[config.mk]
export PLATFORM = sky130hd
export DESIGN_NAME = h264_nal_header_parser
export DESIGN_NICKNAME = d
export VERILOG_FILES = /design/src/hdl/h264nal_pkg.sv /design/src/hdl/h264_nal_header_parser.sv /design/src/hdl/h264nal_ctrl.sv /design/src/hdl/h264nal_dp.sv
export SDC_FILE = /design/constraint.sdc
export NUM_CORES = 1
export LEC_CHECK = 0
export BUFFER_PORTS_ARGS = -buffer_cell sky130_fd_sc_hd__buf_2
export CAP_MARGIN = 0
export CORE_AREA = 2 2 158 160
export CTS_BUF_LIST = sky130_fd_sc_hd__clkbuf_16
export DETAILED_ROUTE_END_ITERATION = 8
export DIE_AREA = 0 0 160 162
export HOLD_SLACK_MARGIN = 0.12
export PLACE_DENSITY = 0.81
export SLEW_MARGIN = 20
export SYNTH_ARGS = -nofsm -noshare
export SYNTH_HDL_FRONTEND = slang
export SYNTH_HIERARCHICAL = 1
export SYNTH_SLANG_ARGS = --single-unit
[constraint.sdc]
create_clock -name clk -period 8.62 [get_ports clk]
set_input_delay 0.431 -clock clk [delete_from_list [all_inputs] [get_ports clk]]
set_output_delay 0.431 -clock clk [all_outputs]
set_load 0.01 [all_outputs]
[src/hdl/h264nal_pkg.sv]
// shared types, constants and the element kind table of the nal header parser
`default_nettype none
package h264nal_pkg;

  localparam int unsigned MAX_POC_CYCLE    = 255;
  localparam int unsigned MAX_GOLOMB_ZEROS = 31;

  localparam logic [31:0] START_WORD   = 32'h0000_0001;
  localparam logic [7:0]  HIGH_PROFILE = 8'd100;
  localparam logic [4:0]  AUD_TYPE     = 5'd9;
  localparam logic [4:0]  SPS_TYPE     = 5'd7;
  localparam logic [5:0]  NUM_IDS      = 6'd41;
  localparam logic [5:0]  KIND_UE      = 6'd32;
  localparam logic [5:0]  KIND_SE      = 6'd33;

  // element ids
  localparam logic [5:0] ID_START      = 6'd0;
  localparam logic [5:0] ID_FORBIDDEN  = 6'd1;
  localparam logic [5:0] ID_REF_IDC    = 6'd2;
  localparam logic [5:0] ID_UNIT_TYPE  = 6'd3;
  localparam logic [5:0] ID_PROFILE    = 6'd4;
  localparam logic [5:0] ID_SPS_ID     = 6'd11;
  localparam logic [5:0] ID_CHROMA     = 6'd12;
  localparam logic [5:0] ID_LOG2_FN    = 6'd17;
  localparam logic [5:0] ID_POC_TYPE   = 6'd18;
  localparam logic [5:0] ID_LOG2_POC   = 6'd19;
  localparam logic [5:0] ID_DELTA_ZERO = 6'd20;
  localparam logic [5:0] ID_NUM_CYCLE  = 6'd23;
  localparam logic [5:0] ID_OFFSET_REF = 6'd24;
  localparam logic [5:0] ID_NUM_REF    = 6'd25;
  localparam logic [5:0] ID_FRAME_MBS  = 6'd29;
  localparam logic [5:0] ID_MB_AFF     = 6'd30;
  localparam logic [5:0] ID_DIRECT_8X8 = 6'd31;
  localparam logic [5:0] ID_CROPPING   = 6'd32;
  localparam logic [5:0] ID_CROP_LEFT  = 6'd33;
  localparam logic [5:0] ID_VUI        = 6'd37;
  localparam logic [5:0] ID_FIRST_MB   = 6'd38;
  localparam logic [5:0] ID_PPS_ID     = 6'd40;

  // error codes
  localparam logic [1:0] ERR_NONE    = 2'd0;
  localparam logic [1:0] ERR_START   = 2'd1;
  localparam logic [1:0] ERR_GOLOMB  = 2'd2;
  localparam logic [1:0] ERR_UNKNOWN = 2'd3;

  typedef enum logic [2:0] {
    M_EXPECT = 3'd0,
    M_HEADER = 3'd1,
    M_SPS    = 3'd2,
    M_SLICE  = 3'd3,
    M_SEARCH = 3'd4,
    M_SKIP   = 3'd5
  } mode_t;

  typedef enum logic [1:0] {
    C_IDLE  = 2'd0,
    C_WORK  = 2'd1,
    C_FLUSH = 2'd2
  } ctl_state_t;

  typedef struct packed {
    logic       load;
    logic       step;
    logic       flush;
    logic [2:0] cnt;
  } dp_cmd_t;

  typedef struct packed {
    logic res;
    logic last_step;
    logic pend_v;
    logic out_free;
  } dp_status_t;

  // bit count of a fixed field, or KIND_UE / KIND_SE
  function automatic logic [5:0] elem_kind(input logic [5:0] id);
    logic [5:0] k;
    k = KIND_UE;
    case (id)
      6'd0:  k = 6'd32;
      6'd1:  k = 6'd1;
      6'd2:  k = 6'd2;
      6'd3:  k = 6'd5;
      6'd4:  k = 6'd8;
      6'd5, 6'd6, 6'd7, 6'd8: k = 6'd1;
      6'd9:  k = 6'd4;
      6'd10: k = 6'd8;
      6'd15, 6'd16, 6'd20, 6'd26, 6'd29, 6'd30, 6'd31, 6'd32, 6'd37: k = 6'd1;
      6'd21, 6'd22, 6'd24: k = KIND_SE;
      default: k = KIND_UE;
    endcase
    return k;
  endfunction

endpackage
`default_nettype wire

[src/hdl/h264_nal_header_parser.sv]
// top level of the annex-b nal header, sps and slice header parser
// Each accepted word is one stream byte; the block takes it, works on it and is
// ready again only after its flush, so no new byte is taken while one is in
// work. The nal header byte gives three results, and for sps and slice bytes
// the exp-golomb reader consumes one bit per clock while no stall holds it. A
// byte that ends the unit early finishes sooner. Results go through a one-word
// pending slot and an output register, so a stalled output side holds the
// parser only when both are full. in_tlast marks the final byte of the buffer
// and returns the parser to expecting a start code.
`default_nettype none
module h264_nal_header_parser (
  input  wire         clk,
  input  wire         rst_n,
  input  wire         in_tvalid,
  output logic        in_tready,
  input  wire  [7:0]  in_tdata,   // in_byte[7:0]
  input  wire         in_tlast,   // stream_end
  output logic        out_tvalid,
  input  wire         out_tready,
  output logic [55:0] out_tdata,  // element_id[5:0], element_value[38:6],
                                  // element_index[46:39], error_code[48:47], zeros
  output logic [4:0]  out_tuser,  // nal_kind[4:0]
  output logic        out_tlast   // last_of_run
);
  import h264nal_pkg::*;

  dp_cmd_t     cmd;
  dp_status_t  st;
  logic [5:0]  element_id;
  logic [32:0] element_value;
  logic [7:0]  element_index;
  logic [1:0]  error_code;

  h264nal_ctrl u_ctrl (
    .clk       (clk),
    .rst_n     (rst_n),
    .in_tvalid (in_tvalid),
    .in_tready (in_tready),
    .st        (st),
    .cmd       (cmd)
  );

  h264nal_dp u_dp (
    .clk     (clk),
    .rst_n   (rst_n),
    .cmd     (cmd),
    .st      (st),
    .in_byte (in_tdata),
    .in_end  (in_tlast),
    .out_v   (out_tvalid),
    .out_rdy (out_tready),
    .o_id    (element_id),
    .o_val   (element_value),
    .o_idx   (element_index),
    .o_kind  (out_tuser),
    .o_err   (error_code),
    .o_last  (out_tlast)
  );

  assign out_tdata = {7'd0, error_code, element_index, element_value, element_id};

endmodule
`default_nettype wire

[src/hdl/h264nal_ctrl.sv]
// controller: sequences the steps of one stream word and the final flush
`default_nettype none
module h264nal_ctrl (
  input  wire                      clk,
  input  wire                      rst_n,
  input  wire                      in_tvalid,
  output logic                     in_tready,
  input  h264nal_pkg::dp_status_t  st,
  output h264nal_pkg::dp_cmd_t     cmd
);
  import h264nal_pkg::*;

  ctl_state_t state_r, state_nxt;
  logic [2:0] cnt_r, cnt_nxt;

  always_ff @(posedge clk) begin
    if (!rst_n) begin
      state_r <= C_IDLE;
      cnt_r   <= 3'd0;
    end else begin
      state_r <= state_nxt;
      cnt_r   <= cnt_nxt;
    end
  end

  always_comb begin
    state_nxt = state_r;
    cnt_nxt   = cnt_r;
    in_tready = 1'b0;
    cmd.load  = 1'b0;
    cmd.step  = 1'b0;
    cmd.flush = 1'b0;
    cmd.cnt   = cnt_r;
    case (state_r)
      C_IDLE: begin
        in_tready = 1'b1;
        if (in_tvalid) begin
          cmd.load  = 1'b1;
          cnt_nxt   = 3'd0;
          state_nxt = C_WORK;
        end
      end
      C_WORK: begin
        // a result may only go out when the pending slot can move on
        if (!(st.res && st.pend_v) || st.out_free) begin
          cmd.step = 1'b1;
          if (st.last_step) begin
            state_nxt = C_FLUSH;
          end else begin
            cnt_nxt = cnt_r + 3'd1;
          end
        end
      end
      C_FLUSH: begin
        if (!st.pend_v || st.out_free) begin
          cmd.flush = 1'b1;
          state_nxt = C_IDLE;
        end
      end
      default: state_nxt = C_IDLE;
    endcase
  end

endmodule
`default_nettype wire

[src/hdl/h264nal_dp.sv]
// datapath: parse state, bit-serial exp-golomb reader, pending and output words
`default_nettype none
module h264nal_dp (
  input  wire                      clk,
  input  wire                      rst_n,
  input  h264nal_pkg::dp_cmd_t     cmd,
  output h264nal_pkg::dp_status_t  st,
  input  wire  [7:0]               in_byte,
  input  wire                      in_end,
  output logic                     out_v,
  input  wire                      out_rdy,
  output logic [5:0]               o_id,
  output logic [32:0]              o_val,
  output logic [7:0]               o_idx,
  output logic [4:0]               o_kind,
  output logic [1:0]               o_err,
  output logic                     o_last
);
  import h264nal_pkg::*;

  mode_t       mode_r, mode_nxt;
  logic [5:0]  step_r, step_nxt;
  logic [31:0] win_r, win_nxt;
  logic [32:0] acc_r, acc_nxt;
  logic [5:0]  taken_r, taken_nxt;
  logic [5:0]  zc_r, zc_nxt;
  logic [4:0]  utype_r, utype_nxt;
  logic [7:0]  prof_r, prof_nxt;
  logic [1:0]  poc_r, poc_nxt;
  logic [7:0]  crem_r, crem_nxt;
  logic [7:0]  cidx_r, cidx_nxt;
  logic [1:0]  flags_r, flags_nxt;
  logic [7:0]  byte_r;
  logic        end_r;

  logic        res_v;
  logic [5:0]  res_id;
  logic [32:0] res_val;
  logic [7:0]  res_idx;
  logic [4:0]  res_kind;
  logic [1:0]  res_err;
  logic        last_step;

  logic        pend_v_r;
  logic [5:0]  pend_id_r;
  logic [32:0] pend_val_r;
  logic [7:0]  pend_idx_r;
  logic [4:0]  pend_kind_r;
  logic [1:0]  pend_err_r;

  logic        out_v_r;
  logic [5:0]  out_id_r;
  logic [32:0] out_val_r;
  logic [7:0]  out_idx_r;
  logic [4:0]  out_kind_r;
  logic [1:0]  out_err_r;
  logic        out_last_r;
  logic        out_free;

  assign out_free     = !out_v_r || out_rdy;
  assign st.res       = res_v;
  assign st.last_step = last_step;
  assign st.pend_v    = pend_v_r;
  assign st.out_free  = out_free;

  assign out_v  = out_v_r;
  assign o_id   = out_id_r;
  assign o_val  = out_val_r;
  assign o_idx  = out_idx_r;
  assign o_kind = out_kind_r;
  assign o_err  = out_err_r;
  assign o_last = out_last_r;

  always_comb begin
    logic        bit_in;
    logic [5:0]  kind;
    logic [31:0] win_sh;
    logic [32:0] acc_sh;
    logic [32:0] code;
    logic [5:0]  taken_inc;
    logic [5:0]  zc_inc;
    logic        cmp_en;
    logic [32:0] cmp_val;
    logic        srch;
    logic [6:0]  nxt_id;
    logic [4:0]  t;
    logic [7:0]  crem_dec;

    mode_nxt  = mode_r;
    step_nxt  = step_r;
    win_nxt   = win_r;
    acc_nxt   = acc_r;
    taken_nxt = taken_r;
    zc_nxt    = zc_r;
    utype_nxt = utype_r;
    prof_nxt  = prof_r;
    poc_nxt   = poc_r;
    crem_nxt  = crem_r;
    cidx_nxt  = cidx_r;
    flags_nxt = flags_r;

    res_v    = 1'b0;
    res_id   = step_r;
    res_val  = '0;
    res_idx  = '0;
    res_kind = utype_r;
    res_err  = ERR_NONE;

    bit_in    = byte_r[3'd7 - cmd.cnt];
    kind      = elem_kind(step_r);
    win_sh    = {win_r[23:0], byte_r};
    acc_sh    = {acc_r[31:0], bit_in};
    code      = acc_sh - 33'd1;
    taken_inc = taken_r + 6'd1;
    zc_inc    = zc_r + 6'd1;
    cmp_en    = 1'b0;
    cmp_val   = '0;
    srch      = 1'b0;
    nxt_id    = {1'b0, step_r} + 7'd1;
    t         = byte_r[4:0];
    crem_dec  = (crem_r != 8'd0) ? crem_r - 8'd1 : 8'd0;

    case (mode_r)
      M_EXPECT: begin
        win_nxt  = win_sh;
        step_nxt = step_r + 6'd1;
        if (step_r >= 6'd3) begin
          step_nxt = 6'd0;
          res_v    = 1'b1;
          res_id   = ID_START;
          res_val  = {1'b0, win_sh};
          res_kind = 5'd0;
          if (win_sh == START_WORD) begin
            mode_nxt = M_HEADER;
            win_nxt  = '1;
          end else begin
            res_err  = ERR_START;
            mode_nxt = M_SEARCH;
          end
        end
      end
      M_SEARCH: begin
        win_nxt = win_sh;
        if (win_sh == START_WORD) begin
          res_v    = 1'b1;
          res_id   = ID_START;
          res_val  = {1'b0, START_WORD};
          res_kind = 5'd0;
          mode_nxt = M_HEADER;
          win_nxt  = '1;
        end
      end
      M_HEADER: begin
        res_v    = 1'b1;
        res_kind = t;
        case (cmd.cnt)
          3'd0: begin
            utype_nxt = t;
            res_id    = ID_FORBIDDEN;
            res_val   = {32'd0, byte_r[7]};
          end
          3'd1: begin
            res_id  = ID_REF_IDC;
            res_val = {31'd0, byte_r[6:5]};
          end
          default: begin
            res_id    = ID_UNIT_TYPE;
            res_val   = {28'd0, t};
            res_err   = (t == 5'd0 || t > AUD_TYPE) ? ERR_UNKNOWN : ERR_NONE;
            acc_nxt   = '0;
            taken_nxt = '0;
            zc_nxt    = '0;
            if (t == AUD_TYPE) begin
              mode_nxt = M_SKIP;
            end else if (t == SPS_TYPE) begin
              mode_nxt = M_SPS;
              step_nxt = ID_PROFILE;
            end else if (t >= 5'd1 && t <= 5'd5) begin
              mode_nxt = M_SLICE;
              step_nxt = ID_FIRST_MB;
            end else begin
              srch = 1'b1;
            end
          end
        endcase
      end
      M_SPS, M_SLICE: begin
        if (kind < KIND_UE) begin
          acc_nxt   = acc_sh;
          taken_nxt = taken_inc;
          if (taken_inc >= kind) begin
            cmp_en  = 1'b1;
            cmp_val = acc_sh;
          end
        end else if (acc_r == 33'd0) begin
          if (!bit_in) begin
            zc_nxt = zc_inc;
            if (zc_inc > 6'(MAX_GOLOMB_ZEROS)) begin
              res_v   = 1'b1;
              res_err = ERR_GOLOMB;
              srch    = 1'b1;
            end
          end else if (zc_r == 6'd0) begin
            cmp_en = 1'b1;
          end else begin
            acc_nxt = 33'd1;
          end
        end else begin
          acc_nxt   = acc_sh;
          taken_nxt = taken_inc;
          if (taken_inc >= zc_r) begin
            cmp_en = 1'b1;
            if (kind == KIND_SE) begin
              // odd codes map to positive values, even codes to zero and negative values
              if (code[0]) cmp_val = (code + 33'd1) >> 1;
              else         cmp_val = ~(code >> 1) + 33'd1;
            end else begin
              cmp_val = code;
            end
          end
        end
      end
      M_SKIP: begin
        mode_nxt = M_EXPECT;
        step_nxt = 6'd0;
        win_nxt  = '1;
      end
      default: srch = 1'b1;
    endcase

    if (cmp_en) begin
      res_v     = 1'b1;
      res_id    = step_r;
      res_val   = cmp_val;
      res_idx   = (step_r == ID_OFFSET_REF) ? cidx_r : 8'd0;
      res_kind  = utype_r;
      res_err   = ERR_NONE;
      acc_nxt   = '0;
      taken_nxt = '0;
      zc_nxt    = '0;
      case (step_r)
        ID_PROFILE: prof_nxt = cmp_val[7:0];
        ID_SPS_ID:  nxt_id = (prof_r == HIGH_PROFILE) ? {1'b0, ID_CHROMA} : {1'b0, ID_LOG2_FN};
        ID_POC_TYPE: begin
          if (cmp_val == 33'd0) begin
            poc_nxt = 2'd0;
            nxt_id  = {1'b0, ID_LOG2_POC};
          end else if (cmp_val == 33'd1) begin
            poc_nxt = 2'd1;
            nxt_id  = {1'b0, ID_DELTA_ZERO};
          end else begin
            poc_nxt = 2'd2;
            nxt_id  = {1'b0, ID_NUM_REF};
          end
        end
        ID_LOG2_POC: nxt_id = {1'b0, ID_NUM_REF};
        ID_NUM_CYCLE: begin
          crem_nxt = (cmp_val > 33'(MAX_POC_CYCLE)) ? 8'(MAX_POC_CYCLE) : cmp_val[7:0];
          cidx_nxt = 8'd0;
          nxt_id   = (crem_nxt == 8'd0) ? {1'b0, ID_NUM_REF} : {1'b0, ID_OFFSET_REF};
        end
        ID_OFFSET_REF: begin
          cidx_nxt = cidx_r + 8'd1;
          crem_nxt = crem_dec;
          nxt_id   = (crem_dec == 8'd0) ? {1'b0, ID_NUM_REF} : {1'b0, ID_OFFSET_REF};
        end
        ID_FRAME_MBS: begin
          flags_nxt = {flags_r[1], cmp_val[0]};
          nxt_id    = cmp_val[0] ? {1'b0, ID_DIRECT_8X8} : {1'b0, ID_MB_AFF};
        end
        ID_CROPPING: begin
          flags_nxt = {cmp_val[0], flags_r[0]};
          nxt_id    = cmp_val[0] ? {1'b0, ID_CROP_LEFT} : {1'b0, ID_VUI};
        end
        ID_VUI, ID_PPS_ID: nxt_id = {1'b0, NUM_IDS};
        default: ;
      endcase
      if (nxt_id >= {1'b0, NUM_IDS}) srch = 1'b1;
      else                           step_nxt = nxt_id[5:0];
    end

    if (srch) begin
      mode_nxt  = M_SEARCH;
      win_nxt   = '1;
      acc_nxt   = '0;
      taken_nxt = '0;
      zc_nxt    = '0;
    end

    case (mode_r)
      M_HEADER:       last_step = (cmd.cnt == 3'd2);
      M_SPS, M_SLICE: last_step = (cmd.cnt == 3'd7) ||
                                  (mode_nxt != M_SPS && mode_nxt != M_SLICE);
      default:        last_step = 1'b1;
    endcase
  end

  // parse state
  always_ff @(posedge clk) begin
    if (!rst_n) begin
      mode_r  <= M_EXPECT;
      step_r  <= '0;
      win_r   <= '1;
      acc_r   <= '0;
      taken_r <= '0;
      zc_r    <= '0;
      utype_r <= '0;
      prof_r  <= '0;
      poc_r   <= '0;
      crem_r  <= '0;
      cidx_r  <= '0;
      flags_r <= '0;
    end else if (cmd.step) begin
      mode_r  <= mode_nxt;
      step_r  <= step_nxt;
      win_r   <= win_nxt;
      acc_r   <= acc_nxt;
      taken_r <= taken_nxt;
      zc_r    <= zc_nxt;
      utype_r <= utype_nxt;
      prof_r  <= prof_nxt;
      poc_r   <= poc_nxt;
      crem_r  <= crem_nxt;
      cidx_r  <= cidx_nxt;
      flags_r <= flags_nxt;
    end else if (cmd.flush && end_r) begin
      // end of buffer abandons the unit
      mode_r  <= M_EXPECT;
      step_r  <= '0;
      win_r   <= '1;
      acc_r   <= '0;
      taken_r <= '0;
      zc_r    <= '0;
    end
  end

  always_ff @(posedge clk) begin
    if (cmd.load) begin
      byte_r <= in_byte;
      end_r  <= in_end;
    end
  end

  // pending word holds back the newest result until its last flag is known
  always_ff @(posedge clk) begin
    if (!rst_n) begin
      pend_v_r <= 1'b0;
      out_v_r  <= 1'b0;
    end else begin
      if (cmd.step && res_v) begin
        if (pend_v_r) begin
          out_v_r    <= 1'b1;
          out_id_r   <= pend_id_r;
          out_val_r  <= pend_val_r;
          out_idx_r  <= pend_idx_r;
          out_kind_r <= pend_kind_r;
          out_err_r  <= pend_err_r;
          out_last_r <= 1'b0;
        end else if (out_rdy) begin
          out_v_r <= 1'b0;
        end
        pend_v_r    <= 1'b1;
        pend_id_r   <= res_id;
        pend_val_r  <= res_val;
        pend_idx_r  <= res_idx;
        pend_kind_r <= res_kind;
        pend_err_r  <= res_err;
      end else if (cmd.flush && pend_v_r) begin
        out_v_r    <= 1'b1;
        out_id_r   <= pend_id_r;
        out_val_r  <= pend_val_r;
        out_idx_r  <= pend_idx_r;
        out_kind_r <= pend_kind_r;
        out_err_r  <= pend_err_r;
        out_last_r <= 1'b1;
        pend_v_r   <= 1'b0;
      end else if (out_rdy) begin
        out_v_r <= 1'b0;
      end
    end
  end

endmodule
`default_nettype wire

==> impl_results.md <==
- Status: complete, no violations
- CP max FO: 11
- Hold Crit Class: input pin to register
- Comb pwr share: 10.7%
- Core Box Area: 0.0241 mm^2
- CP delay by family, top: compound AO/OA/AOI/OAI gates
- CP bufs+invs: 1
- PostCTS Resize Cnt: 0
- Period utilisation layout: 91.4%
- Port bufs: 69
- Worst-Skew Late Latency: 0.56 ns
- Flops & latches, synth: 237
- Asr flop ratio synth: 0%
- Net count, final: 1767
- Die X: 160 um
- RSZ-0062 raised after global routing: no
- Seq/Total Area, Yosys: 39.5%
- Worst VDD drop: 0.158 mV
- Max cap viols: 0
- Min Tclk post-route: 7.88 ns
- Row count: 57
- Clock Power Share: 42.4%
- WS Path Type: register to register
- CTS HTree Levels: 1
- Leakage: 6.15 nW
- Pwr per Cell Area: 155 mW/mm^2
- Fraction of layout cells with a size suffix above 1: 12.8%
- Overall Power: 2.55 mW
- Residual DRC count: 0
- Number of synthesized flops with an enable pin: 118
- Fmax: 127 MHz
- GPL Wtd Cong: 1.04
- WL final: 50400 um
- CP Launch Type: register
- Most common cell after layout, fill and taps aside: nor2_1
- Initial antenna violation count: 0
- Mapped Area: 0.0150 mm^2
- Crit path DAT: 8.30 ns
- Crit end category: register
- Drt via density: 7.01
- Syn Area/Cell: 8.78 um^2
- CTS Root Cell: clkbuf_16
- Most frequent cells in the layout: 193 x nor2_1, 150 x nand2_1, 119 x dfxtp_1
- Max-slew violations: 0
- Wirelength per Cell: 24.3 um
- Crit-path max cell delay: 0.61 ns
- Pint: 1.86 mW
- Setup Skew: 0.0347 ns
- # diodes: 0
- Slew @ Worst Pin: 1.00 ns
- Pre-CTS setup slack: 1.01 ns
- Req. time, crit path: 9.04 ns
- ANT nets after route: 0
- Synth Flop Type: dfxtp_1
- Clock transition at the registers of the reported paths: 0.06 ns
- IO Pins: 77
- Vias in the first global route: 13400
- Num CTS Buffers: 25
- Area Growth Syn to Fin: 9.48%
- Final hold vios: 0
- DPL Wire Length: 35600 um
- Die area: 0.0259 mm^2
- Total Routing Usage GR: 37.9%
- Sink Count: 237
- GR Overflow Total: 0
- Cells after Synth: 1709
- Final Setup Violations: 0
- Detailed Routing Iterations Pass 1: 8
- DRT iter0 DRCs: 2263
- First-pass GRT wire length: 77600 um
- Fillers: 1896
- Synth unique cells: 116
- Routed via count: 14500
- Final worst setup slack: 0.743 ns
- Clk buf depth: 3
- Starting Density: 62.3%
- Max stage delay cell, worst path: or4_1
- Sw Ratio: 27.0%
- Share of power burned in registers: 46.9%
- TNS Setup: 0 ns
- Die Ht: 162 um
- Largest net degree at the start of global routing: 72
- NetSw: 0.687 mW
- Slew headroom: 32.9%
- Yosys warnings: 6
- CTS tree: done
-- timing repair --
item                      in CTS  in global routing
setup buffers                  0                  0
hold buffers                   8                  1
hold endpoints to repair       8                  1
-- final cells by class --
type,count,area (um^2),share of cell area (%)
inverter,39,146,0.891
sequential,237,5930,36.1
timing repair buffer,112,688,4.19
tap,324,405,2.47
clock inverter,21,186,1.13
multi-input combinational,1314,8450,51.5
clock buffer,25,626,3.81
-- path summary, 6_finish.rpt --
kind | slack (ns) | end | from | depth (start not counted)
hold / removal | 0.20 | u_dp/out_v | out_tready | 3
setup reg to reg | 0.74 | u_ctrl/cnt_r[2] | u_ctrl/cnt_r[1] | 26
setup / recovery | 0.74 | u_ctrl/cnt_r[2] | u_ctrl/cnt_r[1] | 26
hold reg to reg | 0.42 | u_dp/o_val[3] | u_dp/pend_val_r[3] | 0
-- kinds of logic after synthesis --
logic type,share of synthesized area (%)
buf+inv,4.66
flops,39.5
compound gates,20.3
mux,1.85
fa+ha+maj,2.08
other cells,0.0250
xor+xnor,4.71
simple gates,26.9
-- metal layers --
layer | vias up | track usage (%) | part of all wire, %
met1 | 6838 | 53.2 | 40
met4 | 0 | 15.4 | 4.5
met2 | 1085 | 58.4 | 44
met3 | 184 | 6.82 | 12
met5 | - | 0 | 0
li1 | 6426 | - | -
-- registers in the layout (all words and copies together), names as in the netlist, 2 cells and up, named ones only --
| name | cells |
|---|---|
| u_ctrl/cnt_r | 3 |
| u_ctrl/state_r | 2 |
| u_dp/acc_r | 33 |
| u_dp/byte_r | 8 |
| u_dp/cidx_r | 8 |
| u_dp/crem_r | 8 |
| u_dp/mode_r | 3 |
| u_dp/o_err | 2 |
| u_dp/o_id | 6 |
| u_dp/o_idx | 8 |
| u_dp/o_kind | 5 |
| u_dp/o_val | 33 |
| u_dp/pend_err_r | 2 |
| u_dp/pend_id_r | 6 |
| u_dp/pend_idx_r | 8 |
| u_dp/pend_kind_r | 5 |
| u_dp/pend_val_r | 33 |
| u_dp/prof_r | 8 |
| u_dp/step_r | 6 |
| u_dp/taken_r | 6 |
| u_dp/utype_r | 5 |
| u_dp/win_r | 24 |
| u_dp/zc_r | 6 |
-- per-stage QoR --
step	util, %	hold slack, ns	instances	area (um^2)
2_1_floorplan	-	0.400	1715	15000
3_3_place_gp	64.3	0.400	2016	15500
3_5_place_dp	64.4	0.405	2017	15500
4_1_cts	68.1	0.122	2071	16400
5_1_grt	68.2	0.221	2072	16400
6_report	68.2	0.202	2072	16400
-- worst min-delay path: cells and delay by family --
kind | cells | cell delay (ns)
AO/OA/AOI/OAI | 1 | 0.08
buffers and inverters | 1 | 0.07
AND/OR/NAND/NOR | 1 | 0.13
-- power by group through the flow --
| stage | combinational (mW) | sequential [mW] | clock, mW |
|---|---|---|---|
| 5_1_grt | 0.289 | 1.19 | 1.13 |
| 3_3_place_gp | 0.257 | 1.22 | 0 |
| 4_1_cts | 0.262 | 1.19 | 1.09 |
| 6_report | 0.273 | 1.19 | 1.08 |
| 2_1_floorplan | 0.191 | 1.21 | 0 |
| 3_5_place_dp | 0.256 | 1.22 | 0 |
-- cell usage after synthesis (all sizes together), types with 9 or more instances --
cell type / instances / area, um^2
inv: 39 / 146
mux2i: 24 / 240
or3: 26 / 173
a21oi: 85 / 429
nor2b: 13 / 81.3
a31oi: 17 / 106
a211oi: 28 / 243
nor4b: 11 / 126
nand2b: 16 / 108
and3: 20 / 126
a22oi: 50 / 385
ha: 25 / 313
xor2: 31 / 272
nand2: 153 / 587
o211ai: 16 / 134
nor4: 40 / 312
edfxtp: 118 / 3540
or2: 10 / 62.6
clkbuf: 86 / 324
nand3: 51 / 255
a21o: 26 / 195
o21ai: 90 / 454
nor3: 83 / 485
nand4: 39 / 278
nand4b: 12 / 120
or4: 13 / 101
nor2: 196 / 738
xnor2: 48 / 435
nor3b: 11 / 92.6
a211o: 14 / 123
buf: 39 / 229
and2: 18 / 113
a22o: 9 / 78.8
dfxtp: 119 / 2380
(Power assumes the default switching activity.)
